[src/hdl/rbsh_fifo.sv]
// Short queue between the front and back parts.
module rbsh_fifo #(
  parameter int unsigned WIDTH = 8,
  parameter int unsigned DEPTH = 2
) (
  input  logic             clk_i,
  input  logic             rst_ni,
  input  logic             in_valid_i,
  output logic             in_ready_o,
  input  logic [WIDTH-1:0] in_data_i,
  output logic             out_valid_o,
  input  logic             out_ready_i,
  output logic [WIDTH-1:0] out_data_o
);
  localparam int unsigned AW = (DEPTH > 1) ? $clog2(DEPTH) : 1;

  logic [WIDTH-1:0] mem_q [DEPTH];
  logic [AW-1:0] wr_q, wr_d, rd_q, rd_d;
  logic [AW:0] cnt_q, cnt_d;
  logic push, pop;

  assign in_ready_o  = (cnt_q != (AW+1)'(DEPTH));
  assign out_valid_o = (cnt_q != '0);
  assign out_data_o  = mem_q[rd_q];
  assign push = in_valid_i && in_ready_o;
  assign pop  = out_valid_o && out_ready_i;

  always_comb begin
    wr_d = wr_q;
    rd_d = rd_q;
    if (push) wr_d = (wr_q == AW'(DEPTH - 1)) ? '0 : wr_q + 1'b1;
    if (pop)  rd_d = (rd_q == AW'(DEPTH - 1)) ? '0 : rd_q + 1'b1;
    cnt_d = cnt_q + (AW+1)'(push) - (AW+1)'(pop);
  end

  always_ff @(posedge clk_i or negedge rst_ni) begin
    if (!rst_ni) begin
      wr_q <= '0; rd_q <= '0; cnt_q <= '0;
    end else begin
      wr_q <= wr_d; rd_q <= rd_d; cnt_q <= cnt_d;
    end
  end

  always_ff @(posedge clk_i) begin
    if (push) mem_q[wr_q] <= in_data_i;
  end

`ifndef SYNTHESIS
  a_no_overflow: assert property (@(posedge clk_i) disable iff (!rst_ni)
    cnt_q <= (AW+1)'(DEPTH)) else $error("queue count overflow");
  a_push_count: assert property (@(posedge clk_i) disable iff (!rst_ni)
    (push && !pop) |=> cnt_q == $past(cnt_q) + 1'b1) else $error("push lost");
  a_pop_count: assert property (@(posedge clk_i) disable iff (!rst_ni)
    (pop && !push) |=> cnt_q == $past(cnt_q) - 1'b1) else $error("pop lost");
`endif

endmodule

[config.mk]
export PLATFORM = sky130hd
export DESIGN_NAME = rbsh_fifo
export DESIGN_NICKNAME = d
export VERILOG_FILES = /design/src/hdl/rbsh_fifo.sv
export SDC_FILE = /design/constraint.sdc
export NUM_CORES = 1
export LEC_CHECK = 0
export BUFFER_PORTS_ARGS = -buffer_cell sky130_fd_sc_hd__buf_2
export CAP_MARGIN = 10
export CORE_MARGIN = 3
export CORE_UTILIZATION = 49
export CTS_CLUSTER_DIAMETER = 120
export DETAILED_ROUTE_END_ITERATION = 7
export HOLD_SLACK_MARGIN = 0.05
export PLACE_DENSITY = 0.83
export SYNTH_ARGS = -nofsm -noshare
export SYNTH_HDL_FRONTEND = slang
export SYNTH_SLANG_ARGS = --single-unit
[constraint.sdc]
create_clock -name clk_i -period 1.6 [get_ports clk_i]
set_clock_uncertainty 0.1 [all_clocks]
set_input_delay 0.4 -clock clk_i [delete_from_list [all_inputs] [get_ports clk_i]]
set_output_delay 0.4 -clock clk_i [all_outputs]
set_load 0.05 [all_outputs]
### Yosys cells after proc, flatten, opt, wreduce, memory -nomap -nowiden

Memories as Yosys holds them, arrays and structs flattened.
Index checks and enable logic that the tools add are counted.

* memories: 1
* bits in writable memories: 16
* flip-flop bits (word level): 4

* mux-type cells: 4
* equality and inequality tests: 1
* reductions and logical operators: 3
* $add $sub $neg: 4

Memory list
* mem_q: words 2, bits a word 8, read ports 1, clocked after memory_dff 0, write ports 1, line 17 `logic [WIDTH-1:0] mem_q [DEPTH];`

Operators with widths (number)
* 1-bit 2-to-1 mux: 4
* 1-bit adder (second input constant): 2
* 2-bit by 1-bit adder with 2-bit output: 1
* 1-bit logical AND: 2
* 2-bit != test (second input constant): 1
* 2-bit nonzero test: 1
* 2-bit by 1-bit subtractor with 2-bit output: 1

### Longest topological paths before layout

* depth after elaboration: 4
* depth in mapped cells: 5
* gate-level depth less buffers: 5

### Least setup slack after synthesis

Ideal clock, no wire load.

* path type: flip-flop to flip-flop
* from: register cnt_q[0]
* to: memory mem_q[0][0] (enable)
* data required time: 1130 ps
* library setup time: 370 ps
* data arrival time: 1430 ps
* setup slack: -300 ps
* stages on the path, launching flop included: 4
* clock period less this slack: 1900 ps
* cell sequence: dfrtp_1 > nand2b_1 > nand2_1 > nor2_1

* longest elaborated chain between the ends: 4

RTL lines
* start, declared: line 19 `logic [AW:0] cnt_q, cnt_d;`
* start signal, assigned: line 40 `wr_q <= wr_d; rd_q <= rd_d; cnt_q <= cnt_d;`
* 2-bit != test: line 22 `assign in_ready_o = (cnt_q != (AW+1)'(DEPTH));`
* net in_ready_o: line 9 `output logic in_ready_o,`
* 1-bit logical AND: line 25 `assign push = in_valid_i && in_ready_o;`
* 1-bit 2-to-1 mux: line 45 `if (push) mem_q[wr_q] <= in_data_i;`
* 1-bit 2-to-1 mux (not written as such): line 45
* end, declared: line 17

The timed path passes the listed nets, and every way through them passes these cells.

### Final worst setup path

* from: register rd_q
* to: output out_data_o[5]

* longest elaborated chain between the ends: 1

RTL lines
* start, declared: line 18 `logic [AW-1:0] wr_q, wr_d, rd_q, rd_d;`
* start signal, assigned: line 40
* memory read 2 x 8 bit
* end, declared: line 13 `output logic [WIDTH-1:0] out_data_o`

No other way between the ends.

==> results.py <==
metrics = {
    "worst_setup_path": {
        "critPathSlowestCell": "dfrtp_2",
        "end_kind": "output pin",
        "start_kind": "register",
        "cp_cell_sequence": "buf_4 > mux2_2 > buf_6",
        "crit_fanout": 4,
        "worst-setup-path-type": "reg2out",
        "r2r_slack_ps": 110,
        "cp_slowest_stage_delay_ps": 380,
        "required_ps": 1100,
        "crit_arrival_ps": 1300,
    },
    "floorplanning": {
        "dieArea_um2": 2180,
        "rows": 14,
        "fp.coreArea_um2": 1520,
        "die_x_um": 46.6,
        "initial_utilization_pct": 53.1,
        "die-height_um": 46.6,
        "pin_count": 22,
    },
    "grt": {
        "grt_pass1_vias": 479,
        "grt_overflow": 0,
        "grt_max_degree": 13,
        "met1_usage_pct": 17.5,
        "busiest_layer": "met2",
        "antenna_found_initial": 0,
        "grt_pass1_wl_um": 2130,
        "grt_use_met2_pct": 23.6,
        "met3_usage_pct": 4.69,
        "track_usage_pct": 15.0,
    },
    "clocking": {
        "clkSinkCount": 20,
        "clkLatencyLatePin_ps": 290,
        "h-tree-depth": 1,
        "root_buffer": "clkbuf_4",
        "cts_buffer_depth": 2,
        "cts_made_buffers": 3,
        "path_clk_slew_ps": 110,
        "cts_tree": "built",
    },
    "sta": {
        "tns_ps": -1540,
        "finalCritPeriodShare_pct": 112,
        "slew_violations": 0,
        "setup_ws_ps": -198,
        "relSlewSlack_pct": 73.1,
        "fmax_mhz": 556,
        "period_minus_slack_ps": 1800,
        "holdWs_ps": 184,
        "setup_viol": 9,
        "hold_viol": 0,
        "rsz0062_at_grt": "true",
        "tightestPinTransition_ps": 403,
    },
    "drt": {
        "final_antenna_net_count": 0,
        "drc": 0,
        "viasPerCell": 5.33,
        "route.vias.total": 506,
        "totalWireLength_um": 1440,
        "wl_per_cell_um": 15.1,
        "drt-initial-drc-count": 3,
        "drt-pass1-iter-count": 2,
    },
    "outcome": {
        "failed_checks": "setup timing",
        "outcome": "complete, but fails checks",
    },
    "min_path": {
        "hp-class": "in2reg",
    },
    "layout": {
        "final_common_cell": "edfxtp_1",
        "fin_cells": 95,
        "post-route-util_pct": 74.4,
        "antenna_cells": 0,
        "area_growth_pct": 40.0,
        "drive_above_1_share_pct": 59.5,
        "layout_common_cells": "edfxtp_1, buf_2, buf_6, mux2_2, buf_4",
        "nNetsFinal": 93,
    },
    "power_and_ir_drop": {
        "ir_drop_uv": 1530,
        "power_density_nw_per_um2": 2240,
        "power_mw": 2.54,
        "p_leak_nw": 0.463,
    },
    "logic_synthesis": {
        "yosysTopAreaCellShare_pct": 59.4,
        "ys_ff_latch": 20,
        "synthCells": 47,
        "avgSynthCellArea_um2": 17.2,
        "netlist_top_cells_area": "edfxtp_1, dfrtp_1, mux2_2",
        "netlist_area_um2": 810,
        "yosysWarningCount": 0,
        "synth_cell_types": 17,
        "synth_area_leader_cell": "edfxtp_1",
        "syn-num-nets": 60,
        "synth_seq_area_share_pct": 71.7,
    },
    "place": {
        "dp_hpwl_um": 924,
        "globalplace.congestion": 0.638,
        "portBuffers": 21,
        "placed_cells": 85,
    },
    "flow_run": {
        "cap_violations": 0,
    },
}
## where the power goes
part	total, mW	internal [mW]	switching, mW
sequential	0.802	0.731	0.0717
clock	0.400	0.253	0.147
combinational	1.33	0.593	0.739
total	2.54	1.58	0.958
## metrics by stage
step                setup slack (ps)  cell area (um^2)
detailed placement             -32.9               950
finish                          -198              1130
global route                    -255              1130
floorplan                       35.7               815
CTS                             -208              1110
global placement               -26.7               950
## registers in the layout, indices dropped and copies added, names as in the netlist
register	cells
rd_q	1
mem_q	16
wr_q	1
cnt_q	2
## final timing paths
check / start / endpoint / cells after the start
setup / recovery: rd_q$_DFFE_PN0P_ / out_data_o[5] / 3
hold / removal: in_data_i[6] / mem_q[0][6]$_DFFE_PP_ / 1
setup reg to reg: cnt_q[1]$_DFF_PN0_ / mem_q[1][4]$_DFFE_PP_ / 3
hold reg to reg: wr_q$_DFFE_PN0P_ / wr_q$_DFFE_PN0P_ / 1
max in group asynchronous: rst_ni / cnt_q[1]$_DFF_PN0_ / 2
min in group asynchronous: rst_ni / wr_q$_DFFE_PN0P_ / 2
## per-layer routing
metal,part of all wire [%],up-vias
met5,0,-
met4,1.7,0
met3,5.2,2
met2,51,12
met1,42,250
li1,-,242
## cell usage after synthesis
master	count
edfxtp_1	16
mux2_2	8
dfrtp_1	4
nor2_1	3
xnor2_1	3
nand2_1	2
a311oi_2	1
and3_1	1
buf_2	1
ha_1	1
nand2b_1	1
nand3_1	1
nor2b_1	1
nor4bb_2	1
o21ai_0	1
o21ba_1	1
or2_1	1
## critical path, delay by kind of cell (launching register included)
family,cells,cell delay [ps]
DFF,1,380
muxes,1,340
buffers and inverters,2,290
## area by class of cell
type / count / area [um^2]
clock inverter: 1 / 30.0
tap: 16 / 20.0
clock buffer: 3 / 22.5
multi-input combinational: 26 / 236
fill: 109 / 390
timing repair buffer: 29 / 241
sequential: 20 / 583
## cell families (layout without fill, tap and decap cells)
logic type	after synthesis	after routing	share of synthesized area, %
adder cells (fa/ha/maj)	1	1	1.55
multiplexers	8	8	11.1
XOR/XNOR	3	3	3.25
AO/OA/AOI/OAI	3	3	3.71
AND/OR/NAND/NOR	11	11	8.04
buffers and inverters	1	33	0.618
flip-flops	20	20	71.7
## what timing repair did
item                                   CTS  global route
resized for setup                       24             4
setup buffers                            4             1
endpoints found under the hold margin    4             0
setup endpoints to repair               10            10
pin swaps                                0             1
hold buffers                             1             0
Note: power is estimated with default switching activity, not from simulation.
