**src/hdl/rbsh_pkg.sv**
```systemverilog
// Shared types and constants for the ray-box slab test.
package rbsh_pkg;

  localparam int unsigned CoordFracBits    = 16;
  localparam int unsigned CellSubdivisions = 16;

  localparam int unsigned OrgW = 32;
  localparam int unsigned DirW = 18;
  localparam int unsigned BoxW = 9;
  localparam int unsigned RotW = 2;
  localparam int unsigned FaceW = 3;
  localparam int unsigned TimeW = 32;
  // Extended time width: two extra bits so unbounded values sit outside the saturated range.
  localparam int unsigned TExtW = TimeW + 2;

  localparam logic [FaceW-1:0] FaceTop    = 3'd0;
  localparam logic [FaceW-1:0] FaceBottom = 3'd1;
  localparam logic [FaceW-1:0] FaceRight  = 3'd2;
  localparam logic [FaceW-1:0] FaceBack   = 3'd3;
  localparam logic [FaceW-1:0] FaceLeft   = 3'd4;
  localparam logic [FaceW-1:0] FaceFront  = 3'd5;

  localparam logic [RotW-1:0] RotNone = 2'd0;
  localparam logic [RotW-1:0] Rot90   = 2'd1;
  localparam logic [RotW-1:0] Rot180  = 2'd2;
  localparam logic [RotW-1:0] Rot270  = 2'd3;

  // One axis of a slab job handed from the front part to the back part.
  typedef struct packed {
    logic signed [OrgW+1:0] num_first;   // first plane minus origin
    logic signed [OrgW+1:0] num_second;  // second plane minus origin
    logic signed [DirW-1:0] dir;
    logic                   zero_dir;
    logic                   in_slab;     // origin within slab (zero direction only)
  } rbsh_axis_t;

  typedef struct packed {
    rbsh_axis_t ax;
    rbsh_axis_t ay;
    rbsh_axis_t az;
  } rbsh_job_t;

  typedef struct packed {
    logic hit;
    logic [FaceW-1:0] face;
  } rbsh_res_t;

endpackage

```
**src/hdl/rbsh_front.sv**
```systemverilog
// Front part: box rotation, plane positions and slab numerators for all three axes.
module rbsh_front #(
  parameter int unsigned COORD_FRAC_BITS   = rbsh_pkg::CoordFracBits,
  parameter int unsigned CELL_SUBDIVISIONS = rbsh_pkg::CellSubdivisions
) (
  input  logic signed [rbsh_pkg::OrgW-1:0] org_x_i,
  input  logic signed [rbsh_pkg::OrgW-1:0] org_y_i,
  input  logic signed [rbsh_pkg::OrgW-1:0] org_z_i,
  input  logic signed [rbsh_pkg::DirW-1:0] dir_x_i,
  input  logic signed [rbsh_pkg::DirW-1:0] dir_y_i,
  input  logic signed [rbsh_pkg::DirW-1:0] dir_z_i,
  input  logic [rbsh_pkg::BoxW-1:0]        box_x_i,
  input  logic [rbsh_pkg::BoxW-1:0]        box_y_i,
  input  logic [rbsh_pkg::BoxW-1:0]        box_z_i,
  input  logic [rbsh_pkg::RotW-1:0]        rotation_i,
  output rbsh_pkg::rbsh_job_t              job_o
);
  import rbsh_pkg::*;

  localparam int unsigned KW = 9;   // signed sixteenth count: -30..46 fits
  localparam int unsigned PW = OrgW + 2;
  localparam int signed NS = CELL_SUBDIVISIONS;

  logic signed [KW-1:0] offx, sizx, offy, sizy, offz, sizz;
  logic signed [KW-1:0] axo, axs, azo, azs;

  // Plane at k subdivisions, floor(k * 2^F / N).
  function automatic logic signed [PW-1:0] plane_of(input logic signed [KW-1:0] k);
    logic signed [63:0] p;
    logic signed [63:0] q;
    begin
      p = 64'(k) <<< COORD_FRAC_BITS;
      q = p / NS;
      if ((p % NS) != 0 && p < 0) q = q - 1;
      plane_of = PW'(q);
    end
  endfunction

  function automatic rbsh_axis_t mk_axis(input logic signed [PW-1:0] pf,
                                         input logic signed [PW-1:0] ps,
                                         input logic signed [OrgW-1:0] org,
                                         input logic signed [DirW-1:0] d);
    rbsh_axis_t a;
    logic signed [PW-1:0] o, lo, hi;
    begin
      o = PW'(org);
      lo = (pf < ps) ? pf : ps;
      hi = (pf < ps) ? ps : pf;
      a.num_first  = pf - o;
      a.num_second = ps - o;
      a.dir        = d;
      a.zero_dir   = (d == '0);
      a.in_slab    = !(o < lo || o > hi);
      mk_axis = a;
    end
  endfunction

  always_comb begin
    offx = KW'(box_x_i[3:0]); sizx = KW'(box_x_i[8:4]);
    offy = KW'(box_y_i[3:0]); sizy = KW'(box_y_i[8:4]);
    offz = KW'(box_z_i[3:0]); sizz = KW'(box_z_i[8:4]);
    axo = offx; axs = sizx; azo = offz; azs = sizz;
    unique case (rotation_i)
      Rot90: begin
        axs = sizz; azs = sizx; axo = KW'(NS) - sizz - offz; azo = offx;
      end
      Rot180: begin
        axo = KW'(NS) - sizx - offx; azo = KW'(NS) - sizz - offz;
      end
      Rot270: begin
        axs = sizz; azs = sizx; axo = offz; azo = KW'(NS) - sizx - offx;
      end
      default: ;
    endcase
    job_o.ax = mk_axis(plane_of(axo + axs), plane_of(axo), org_x_i, dir_x_i);
    job_o.ay = mk_axis(plane_of(offy + sizy), plane_of(offy), org_y_i, dir_y_i);
    job_o.az = mk_axis(plane_of(azo), plane_of(azo + azs), org_z_i, dir_z_i);
  end

endmodule

```
**config.mk**
```make
export PLATFORM = sky130hd
export DESIGN_NAME = rbsh_front
export DESIGN_NICKNAME = d
export VERILOG_FILES = /design/src/hdl/rbsh_pkg.sv /design/src/hdl/rbsh_front.sv
export SDC_FILE = /design/constraint.sdc
export NUM_CORES = 1
export LEC_CHECK = 0
export BUFFER_PORTS_ARGS = -buffer_cell sky130_fd_sc_hd__buf_4
export CORE_AREA = 8 8 167 169
export DETAILED_ROUTE_END_ITERATION = 12
export DIE_AREA = 0 0 175 177
export PLACE_DENSITY_LB_ADDON = 0.05
export SETUP_SLACK_MARGIN = 0.1
export SLEW_MARGIN = 20
export SYNTH_ARGS = -nofsm -noshare
export SYNTH_HDL_FRONTEND = slang
export SYNTH_SLANG_ARGS = --single-unit
```
**constraint.sdc**
```tcl
create_clock -name vclk -period 9.97
set_input_delay 1.4955 -clock vclk [all_inputs]
set_output_delay 1.4955 -clock vclk [all_outputs]
set_load 0.01 [all_outputs]
```
**Yosys cells after proc, flatten, opt, wreduce, memory -nomap -nowiden**

Cells that the tools add are included.

- Input port bits: 179
- Register bits after elaboration: 0

- Muxes and demuxes: 10
- Add/subtract/negate cells: 13
- Equal/unequal tests: 3
- $lt $le $gt $ge: 9
- Reduce and logical (&&, ||, !) cells: 10

Operators by type and width:

| kind | count |
|---|---|
| two-way mux 34 bit | 4 |
| subtractor 21 x 32 -> 33 bit | 4 |
| > comparator 32 x 34 -> 1 bit | 2 |
| less-than comparator 32 x 34 -> 1 bit | 2 |
| zero test 18 bit | 3 |
| one-hot mux 9 bit (3 select lines) | 2 |
| less-than comparator 21 bit | 2 |
| two-way mux 18 bit | 2 |
| subtractor 17 x 32 -> 33 bit | 1 |
| subtractor 19 x 32 -> 33 bit | 1 |
| > comparator 32 x 19 -> 1 bit | 1 |
| less-than comparator 32 x 19 -> 1 bit | 1 |
| adder 9 x 6 -> 9 bit | 2 |
| less-than comparator 18 x 16 -> 1 bit | 1 |
| subtractor 6 x 5 -> 7 bit | 2 |
| subtractor 5 x 5 -> 6 bit (first input constant) | 2 |
| two-way mux 5 bit | 2 |
| adder 4 x 5 -> 6 bit | 1 |
| == test 2 bit (second input constant) | 2 |
| zero test 1 bit | 3 |
| logical OR 1 bit | 3 |
| == test 2 x 1 -> 1 bit (second input constant) | 1 |
| OR reduction 2 bit | 1 |

**Logic depth before layout (Yosys ltp)**

Gate-level depths: netlist of the first run.

- Depth in word-level cells: 9
- Depth in mapped cells: 33
- Depth with buffers taken out: 32

**Least setup slack after synthesis of the first run**

Ideal clock, no wire load.

- Path kind: input to output
- Start: in box_x_i[4] (netlist name)
- End: out job_o[0] (netlist name)
- Cell stages on the path: 29
- Path slack: 1.143 ns
- Arrival: 7.332 ns
- Path through: inv_1 > ha_1 > inv_1 > fa_1 > inv_1 > mux4_2 > fa_1 > a21o_1 > a21oi_1 > xnor2_1 > inv_1 > ha_1 > nand2_1 > a21oi_1 > a211oi_1 > a2111oi_2 > a211oi_2 > o31ai_4 > buf_4 > mux2i_1 > ha_1 > and4_1 > a21oi_1 > nand2_1 > a21oi_1 > nand2_1 > a2111oi_0 > nor2_1 > a211oi_2

RTL lines:

| element | RTL line | source |
|---|---|---|
| from (decl) | rbsh_front.sv:12 | `input logic [rbsh_pkg::BoxW-1:0] box_x_i,` |
| to (decl) | rbsh_front.sv:16 | `output rbsh_pkg::rbsh_job_t job_o` |

==> results.sh, run 1 <==
export IMPL_postRouteAntennaNets=0
export IMPL_flops_and_latches=0
export IMPL_hold_start="dir_y_i[3]"
export IMPL_gp_congestion=0.900
export IMPL_period_share_pct=94.4
export IMPL_holdPathEnd="job_o[93]"
export IMPL_wl_mm=38.5
export IMPL_ys_seq_area_share_pct=0
export IMPL_grt_max_degree=23
export IMPL_crit_arrival_ns=7.91
export IMPL_grt_setup_unrepaired="false"
export IMPL_portBuffers=443
export IMPL_hold_path_cell_count=2
export IMPL_synth_cells=1482
export IMPL_min_path_type="in -> out"
export IMPL_place_area_um2=13800
export IMPL_tightest_slew_ns=1.02
export IMPL_rows=59
export IMPL_start_kind="input port"
export IMPL_grt_first_pass_wirelength_mm=59.0
export IMPL_grt_use_total_pct=22.7
export IMPL_initial_utilization_pct=42.5
export IMPL_finalSetupViolCount=0
export IMPL_antenna_found_initial=5
export IMPL_endpoint_kind="output port"
export IMPL_finalMaxSlewViolations=0
export IMPL_dp_hpwl_mm=34.5
export IMPL_status="finished, final reports clean"
export IMPL_clock_buffers=0
export IMPL_grt_pass1_vias=11600
export IMPL_slowest_delay_ns=0.56
export IMPL_synth_avg_cell_area_um2=7.30
export IMPL_ys_warn_count=0
export IMPL_first_iter_violations=457
export IMPL_cp_max_fo=10
export IMPL_drv_cap=0
export IMPL_critical_path_slowest_cell="mux4_2"
export IMPL_core_um2=25500
export IMPL_crit_top_cell="inv_1"
export IMPL_syn2layout_area_growth_pct=28.3
export IMPL_path_class="in -> out"
export IMPL_viasPerCell=5.40
export IMPL_fin_ws_ns=0.562
export IMPL_setup_tns_ns=0
export IMPL_synthDistinctLibCells=86
export IMPL_num_vias=11700
export IMPL_mostFrequentLayoutCells="451 x buf_4, 221 x ha_1, 120 x inv_1, 117 x nor2_1, 111 x a21oi_1"
export IMPL_postLayoutCellArea_um2=13900
export IMPL_irDropWorstVdd_v=0.000159
export IMPL_utilization_pct=54.5
export IMPL_dpl_worst_slack_ns=0.303
export IMPL_period_minus_slack_ns=9.41
export IMPL_register_area_um2=0
export IMPL_fmax_ghz=0.106
export IMPL_final_common_cell="buf_4"
export IMPL_layout_nets=2231
export IMPL_grt_overflow=0
export IMPL_powerDensity_nw_per_um2=130
export IMPL_die_w_um=175
export IMPL_slew_headroom_pct=31.5
export IMPL_drive_gt1_share_pct=28.2
export IMPL_post_drt_wl_per_cell_um=17.8
export IMPL_leakagePower_nw=6.99
export IMPL_fin_hold_ws_ns=3.18
export IMPL_route_detailed_drc=0
export IMPL_syn_cell_area_um2=10800
export IMPL_die_h_um=177
export IMPL_fp_dieArea_um2=31000
export IMPL_num_io_pins=443
export IMPL_drt_first_pass_iters=5
export IMPL_hold_violations=0
export IMPL_required_ns=8.47
report_power, final:
part           internal (mW)  switching [mW]    total (mW)  leakage (nW)
logic                  0.848           0.958          1.81          6.99
registers                  0               0             0             0
clock network   0.0000000673               0  0.0000000673     0.0000317
total                  0.848           0.958          1.81          6.99
Yosys cell counts (6+ instances only):
cell / instances / area, um2
ha_1: 221 / 2770
inv_1: 120 / 450
nor2_1: 118 / 443
a21oi_1: 112 / 561
xnor2_1: 108 / 946
buf_4: 100 / 751
nand2_1: 98 / 368
o21ai_0: 62 / 310
a21o_1: 60 / 450
xor2_1: 50 / 438
nor3_1: 33 / 165
nor4_1: 32 / 200
o21a_1: 29 / 218
nand3_1: 27 / 135
nor2b_1: 27 / 169
mux2i_1: 19 / 190
nand4_1: 19 / 119
a31oi_1: 16 / 100
nand2b_1: 13 / 81.3
o21bai_1: 13 / 97.6
or3_1: 12 / 75.1
or2_2: 11 / 68.8
and2_1: 10 / 62.6
mux2_2: 10 / 113
a211oi_1: 9 / 67.6
and3_1: 9 / 56.3
mux4_2: 8 / 180
or4_1: 8 / 60.1
a221oi_1: 6 / 52.6
o31a_1: 6 / 52.6
cell type report:
class                      instances  area, um2
tap                              335        419
antenna                            5       12.5
multi-input combinational       1249       9600
timing repair buffer             452       3400
inverter                         123        463
fill                            2575      11600
critical path, delay by kind of cell:
family	cells	cell delay, ns
buffers and inverters	7	0.76
multiplexers	2	0.79
adder cells (fa/ha/maj)	5	1.86
AND/OR/NAND/NOR	5	0.50
XOR/XNOR	1	0.18
AO/OA/AOI/OAI	11	2.31
kinds of logic after synthesis:
| kind of cell | count (synthesis) | share of synthesized area, % |
|---|---|---|
| other cells | 1 | 0.0346 |
| compound gates | 381 | 23.4 |
| buf+inv | 234 | 11.8 |
| xor+xnor | 158 | 12.8 |
| simple gates | 445 | 21.1 |
| mux | 37 | 4.46 |
| fa+ha+maj | 226 | 26.5 |
what timing repair did:
| item | 4_1_cts | 5_1_grt |
|---|---|---|
| setup buffers | 0 | 1 |
| setup endpoints to repair | 0 | 1 |
| resized for setup | 0 | 9 |
| hold buffers | 0 | 0 |
stage by stage:
stage          power (mW)  std cells
2_1_floorplan        1.15       1483
3_3_place_gp         1.78       2158
3_5_place_dp         1.79       2158
4_1_cts              1.80       2158
5_1_grt              1.99       2164
6_report             1.81       2164
worst max-delay path by stage:
stage / startpoint / endpoint / slack (ns) / cells after the start
after detailed placement: box_z_i[4] / job_o[0] / 0.30 / 33
after CTS: box_z_i[4] / job_o[0] / 0.27 / 33
after global placement: box_x_i[4] / job_o[0] / 0.46 / 31
after floorplan: box_x_i[4] / job_o[0] / 1.14 / 29
after global routing: box_x_i[4] / job_o[0] / 0.11 / 31
final: box_z_i[4] / job_o[0] / 0.56 / 31
metal layers:
layer  up-vias  global-route usage, %  wire (um)
met3        40                   2.97       1810
li1       5972                      -          -
met2       317                   43.6      19800
met4         0                   6.46       1070
met5         -                      0          0
met1      5362                   25.8      15800
No activity file was read; power rests on OpenSTA's default activity.
==> run 2, diff against run 1 <==
- CORE_AREA: 8 8 167 169 -> unset
- CORE_ASPECT_RATIO: unset -> 0.5
- CORE_MARGIN: unset -> 8
- CORE_UTILIZATION: unset -> 52
- DIE_AREA: 0 0 175 177 -> unset
==> results.sh, run 2 (same netlist as run 1, synthesis figures left out) <==
export IMPL_multi_input_area_um2=9590
export IMPL_finalMaxSlewViolations=0
export IMPL_initial_utilization_pct=52.9
export IMPL_core_um2=20500
export IMPL_slowest_delay_ns=0.57
export IMPL_critical_path_slowest_cell="mux4_2"
export IMPL_num_vias=12100
export IMPL_irDropWorstVdd_v=0.0000997
export IMPL_route_detailed_drc=0
export IMPL_layout_nets=2232
export IMPL_slew_headroom_pct=38.0
export IMPL_postLayoutCellArea_um2=13800
export IMPL_flops_and_latches=0
export IMPL_viasPerCell=5.77
export IMPL_postRouteAntennaNets=0
export IMPL_antenna_found_initial=0
export IMPL_wl_mm=39.1
export IMPL_rows=37
export IMPL_startpoint="box_x_i[4]"
export IMPL_gp_congestion=0.937
export IMPL_finalSetupViolCount=0
export IMPL_dp_hpwl_mm=34.7
export IMPL_tightest_slew_ns=0.927
export IMPL_hold_start="dir_z_i[5]"
export IMPL_final_common_cell="buf_4"
export IMPL_start_kind="input port"
export IMPL_die_w_um=220
export IMPL_status="finished, final reports clean"
export IMPL_cp_max_fo=6
export IMPL_ctsHoldBuffers=0
export IMPL_first_iter_violations=868
export IMPL_dpl_worst_slack_ns=0.224
export IMPL_drt_first_pass_iters=6
export IMPL_crit_arrival_ns=8.03
export IMPL_fp_dieArea_um2=26000
export IMPL_fillers=1776
export IMPL_drv_cap=0
export IMPL_path_class="in -> out"
export IMPL_fmax_ghz=0.105
export IMPL_grt_first_pass_wirelength_mm=61.4
export IMPL_antennaDiodeCount=0
export IMPL_num_io_pins=443
export IMPL_min_path_type="in -> out"
export IMPL_grt_max_degree=23
export IMPL_setup_tns_ns=0
export IMPL_period_share_pct=95.5
export IMPL_syn2layout_area_growth_pct=27.5
export IMPL_crit_top_cell="inv_1"
export IMPL_endpoint_kind="output port"
export IMPL_grt_overflow=0
export IMPL_clock_buffers=0
export IMPL_grt_pass1_vias=12300
export IMPL_hold_violations=0
export IMPL_grt_setup_unrepaired="false"
export IMPL_leakagePower_nw=7.00
export IMPL_fin_ws_ns=0.449
export IMPL_mostFrequentLayoutCells="452 x buf_4, 221 x ha_1, 120 x inv_1, 117 x nor2_1, 111 x a21oi_1"
export IMPL_required_ns=8.47
export IMPL_place_area_um2=13700
export IMPL_powerDensity_nw_per_um2=132
export IMPL_drive_gt1_share_pct=28.3
export IMPL_grt_use_total_pct=27.7
export IMPL_portBuffers=443
export IMPL_register_area_um2=0
export IMPL_post_drt_wl_per_cell_um=18.6
export IMPL_period_minus_slack_ns=9.52
export IMPL_die_h_um=118
==> run 2: changes by cell type in the layout (fill, tap and decap cells not counted) <==
| cell | previous run | this run |
|---|---|---|
| o21ai_1 | 4 | 3 |
| a2111oi_4 | 1 | 0 |
| buf_4 | 451 | 452 |
| diode_2 | 5 | 0 |
| nor4_1 | 32 | 31 |
| nor4_2 | 1 | 2 |
| o21ai_0 | 61 | 62 |
| a2111oi_2 | 1 | 2 |
==> run 2: metrics by stage <==
stage | instances | power, mW | utilization, % | hold slack, ns
floorplan | 1483 | 1.15 | - | 3.04
CTS | 2095 | 1.81 | 67.2 | 3.18
finish | 2098 | 1.83 | 67.4 | 3.18
global route | 2098 | 2.01 | 67.4 | 3.18
global placement | 2095 | 1.75 | 67.2 | 3.18
detailed placement | 2095 | 1.80 | 67.2 | 3.18
==> run 2: worst paths after layout <==
kind,slack (ns),to,depth (start not counted)
worst max-delay path,0.45,job_o[0],34
worst min-delay path,3.18,job_o[7],2
==> run 2: area by class of cell <==
cell class	count	area share, %
tap	273	2.48
inverter	123	3.35
multi-input combinational	1249	69.5
timing repair buffer	453	24.7
==> run 2: routing by layer <==
| metal | vias up | share of wire (%) | GRT usage, % |
|---|---|---|---|
| li1 | 5963 | - | - |
| met2 | 424 | 49 | 50.9 |
| met1 | 5669 | 42 | 33.8 |
| met4 | 0 | 2.3 | 6.35 |
| met3 | 58 | 6.7 | 3.46 |
| met5 | - | 0 | 0 |
==> run 2: timing repair <==
| item | in CTS | in global routing |
|---|---|---|
| resized for setup | 0 | 8 |
| hold endpoints to repair | 0 | 0 |
| setup endpoints to repair | 0 | 1 |
| buffers inserted | 0 | 3 |
==> run 2: critical path: cells and delay by family <==
kind / cells / cell delay (ns)
muxes: 1 / 0.57
adders and majority gates: 5 / 1.85
AOI/OAI and AO/OA: 15 / 2.70
buffers and inverters: 8 / 0.88
xor gates and xnor gates: 1 / 0.16
and+or+nand+nor: 4 / 0.34
==> run 2: report_power, final <==
part | internal, mW | leakage (nW) | switching [mW]
sequential | 0 | 0 | 0
combinational | 0.853 | 7.00 | 0.976
clock | 0 | 0 | 0
total | 0.853 | 7.00 | 0.976
==> run 3, diff against run 2 <==
- ABC_AREA: unset -> 1
- REMOVE_ABC_BUFFERS: unset -> 1
==> results.sh, run 3 <==
export IMPL_status="finished, final reports clean"
export IMPL_route_detailed_drc=0
export IMPL_layout_nets=2420
export IMPL_synth_avg_cell_area_um2=6.34
export IMPL_fmax_ghz=0.111
export IMPL_drive_gt1_share_pct=24.7
export IMPL_flops_and_latches=0
export IMPL_portBuffers=443
export IMPL_core_um2=20300
export IMPL_die_h_um=117
export IMPL_yosysTopAreaCell="ha_1"
export IMPL_setup_tns_ns=0
export IMPL_drt_first_pass_iters=6
export IMPL_path_class="in -> out"
export IMPL_period_share_pct=90.6
export IMPL_slowest_delay_ns=0.48
export IMPL_gp_congestion=1.02
export IMPL_postLayoutCellArea_um2=13500
export IMPL_synthMuxAreaShare_pct=0
export IMPL_num_vias=11900
export IMPL_die_w_um=218
export IMPL_num_io_pins=443
export IMPL_fillers=1994
export IMPL_synth_top_family_by_area="adder cells"
export IMPL_ys_seq_area_share_pct=0
export IMPL_post_drt_wl_per_cell_um=16.0
export IMPL_mostFrequentLayoutCells="446 x buf_4, 291 x nand2_1, 254 x inv_1, 221 x ha_1, 146 x a21oi_1"
export IMPL_leakagePower_nw=7.54
export IMPL_irDropWorstVdd_v=0.0000933
export IMPL_rows=37
export IMPL_finalSetupViolCount=0
export IMPL_synth_compound_gate_area_share_pct=19.5
export IMPL_slew_headroom_pct=36.8
export IMPL_cp_max_fo=22
export IMPL_syn2layout_area_growth_pct=27.4
export IMPL_clock_buffers=0
export IMPL_synthDistinctLibCells=57
export IMPL_critical_path_endpoint="job_o[176]"
export IMPL_utilization_pct=66.8
export IMPL_dp_hpwl_mm=32.9
export IMPL_register_area_um2=0
export IMPL_synthXorXnorAreaFrac_pct=13.4
export IMPL_grt_use_total_pct=26.2
export IMPL_place_area_um2=13500
export IMPL_viasPerCell=5.22
export IMPL_postRouteAntennaNets=0
export IMPL_antennaDiodeCount=0
export IMPL_startpoint="box_x_i[4]"
export IMPL_ys_warn_count=0
export IMPL_syn_cell_area_um2=10600
export IMPL_antenna_found_initial=0
export IMPL_crit_top_cell="nand2_1"
export IMPL_powerDensity_nw_per_um2=114
export IMPL_finalMaxSlewViolations=0
export IMPL_hold_violations=0
export IMPL_power_mw=1.54
export IMPL_endpoint_kind="output port"
export IMPL_grt_first_pass_wirelength_mm=56.3
export IMPL_required_ns=8.47
export IMPL_crit_arrival_ns=7.53
export IMPL_ctsHoldBuffers=0
export IMPL_first_iter_violations=673
export IMPL_critical_path_slowest_cell="nand3_1"
export IMPL_synth_simple_area_share_pct=23.7
export IMPL_netlist_area_leader_share_pct=26.0
export IMPL_initial_utilization_pct=52.4
export IMPL_synthAdderAreaFrac_pct=27.0
export IMPL_final_common_cell="buf_4"
export IMPL_grt_max_degree=27
export IMPL_grt_setup_unrepaired="false"
export IMPL_synthTopCellsByCount="292 x nand2_1, 254 x inv_1, 221 x ha_1"
export IMPL_grt_pass1_vias=11600
export IMPL_tightest_slew_ns=0.946
export IMPL_wl_mm=36.6
export IMPL_fp_dieArea_um2=25500
export IMPL_period_minus_slack_ns=9.03
export IMPL_grt_overflow=0
export IMPL_min_path_type="in -> out"
export IMPL_synth_top_cells_by_area="ha_1 26%, nand2_1 10%, xor2_1 10%, inv_1 9.0%, buf_4 7.0%"
export IMPL_start_kind="input port"
export IMPL_drv_cap=0
export IMPL_yosysMostFrequentCell="nand2_1"
export IMPL_synth_cells=1675
-- run 3: cell count changes after synthesis, moves of 13 or more --
cell      change
a21o_1       -56
a21oi_1      +34
inv_1       +134
mux2i_1      -19
nand2_1     +194
nand2b_1     -13
nand3_1      +49
nor2_1       -25
nor2b_1      -27
o21a_1       -23
o21ai_0      +45
xnor2_1      -67
xor2_1       +72
-- run 3: worst min path at each step --
stage	from	end	slack, ns	cells after the start
finish	dir_y_i[5]	job_o[95]	3.18	2
global route	dir_x_i[5]	job_o[183]	3.19	2
global placement	dir_x_i[0]	job_o[178]	3.18	2
detailed placement	dir_y_i[14]	job_o[104]	3.18	2
CTS	dir_y_i[14]	job_o[104]	3.18	2
floorplan	dir_y_i[10]	job_o[100]	2.99	0
-- run 3: stage by stage --
stage               setup WS, ns  hold WS [ns]  std cells
CTS                        0.909          3.18       2286
floorplan                   1.92          2.99       1567
global placement            1.08          3.18       2286
global route               0.174          3.19       2286
detailed placement         0.932          3.18       2286
finish                     0.942          3.18       2286
-- run 3: per-layer routing --
metal | track usage, % | vias up | wire, um
met4 | 5.74 | 0 | 880
met1 | 34.3 | 5272 | 16500
met3 | 3.49 | 55 | 2240
met5 | 0 | - | 0
met2 | 45.7 | 356 | 17100
li1 | - | 6252 | -
-- run 3: cell type report --
class	count	area (um2)	area share [%]
inverter	254	953	7.04
timing repair buffer	446	3350	24.7
multi-input combinational	1313	8900	65.7
tap	273	342	2.52
-- run 3: power breakdown --
group	internal, mW	switching, mW
sequential	0	0
clock	0	0
combinational	0.663	0.875
-- run 3: cells by family (layout without fill, tap and decap cells) --
family	after synthesis	after routing
compound gates	357	357
xor+xnor	163	163
fa+ha+maj	226	226
buf+inv	363	700
other cells	1	2
simple gates	565	565
-- run 3: critical path, delay by kind of cell --
family	cells	cell delay [ns]
XOR/XNOR	1	0.19
adder cells (fa/ha/maj)	5	1.47
buffers and inverters	4	0.38
AO/OA/AOI/OAI	13	2.31
AND/OR/NAND/NOR	16	1.69
-- run 3: timing repair --
action,4_1_cts,5_1_grt
buffers inserted,0,0
setup endpoints to repair,0,1
resized for setup,0,1
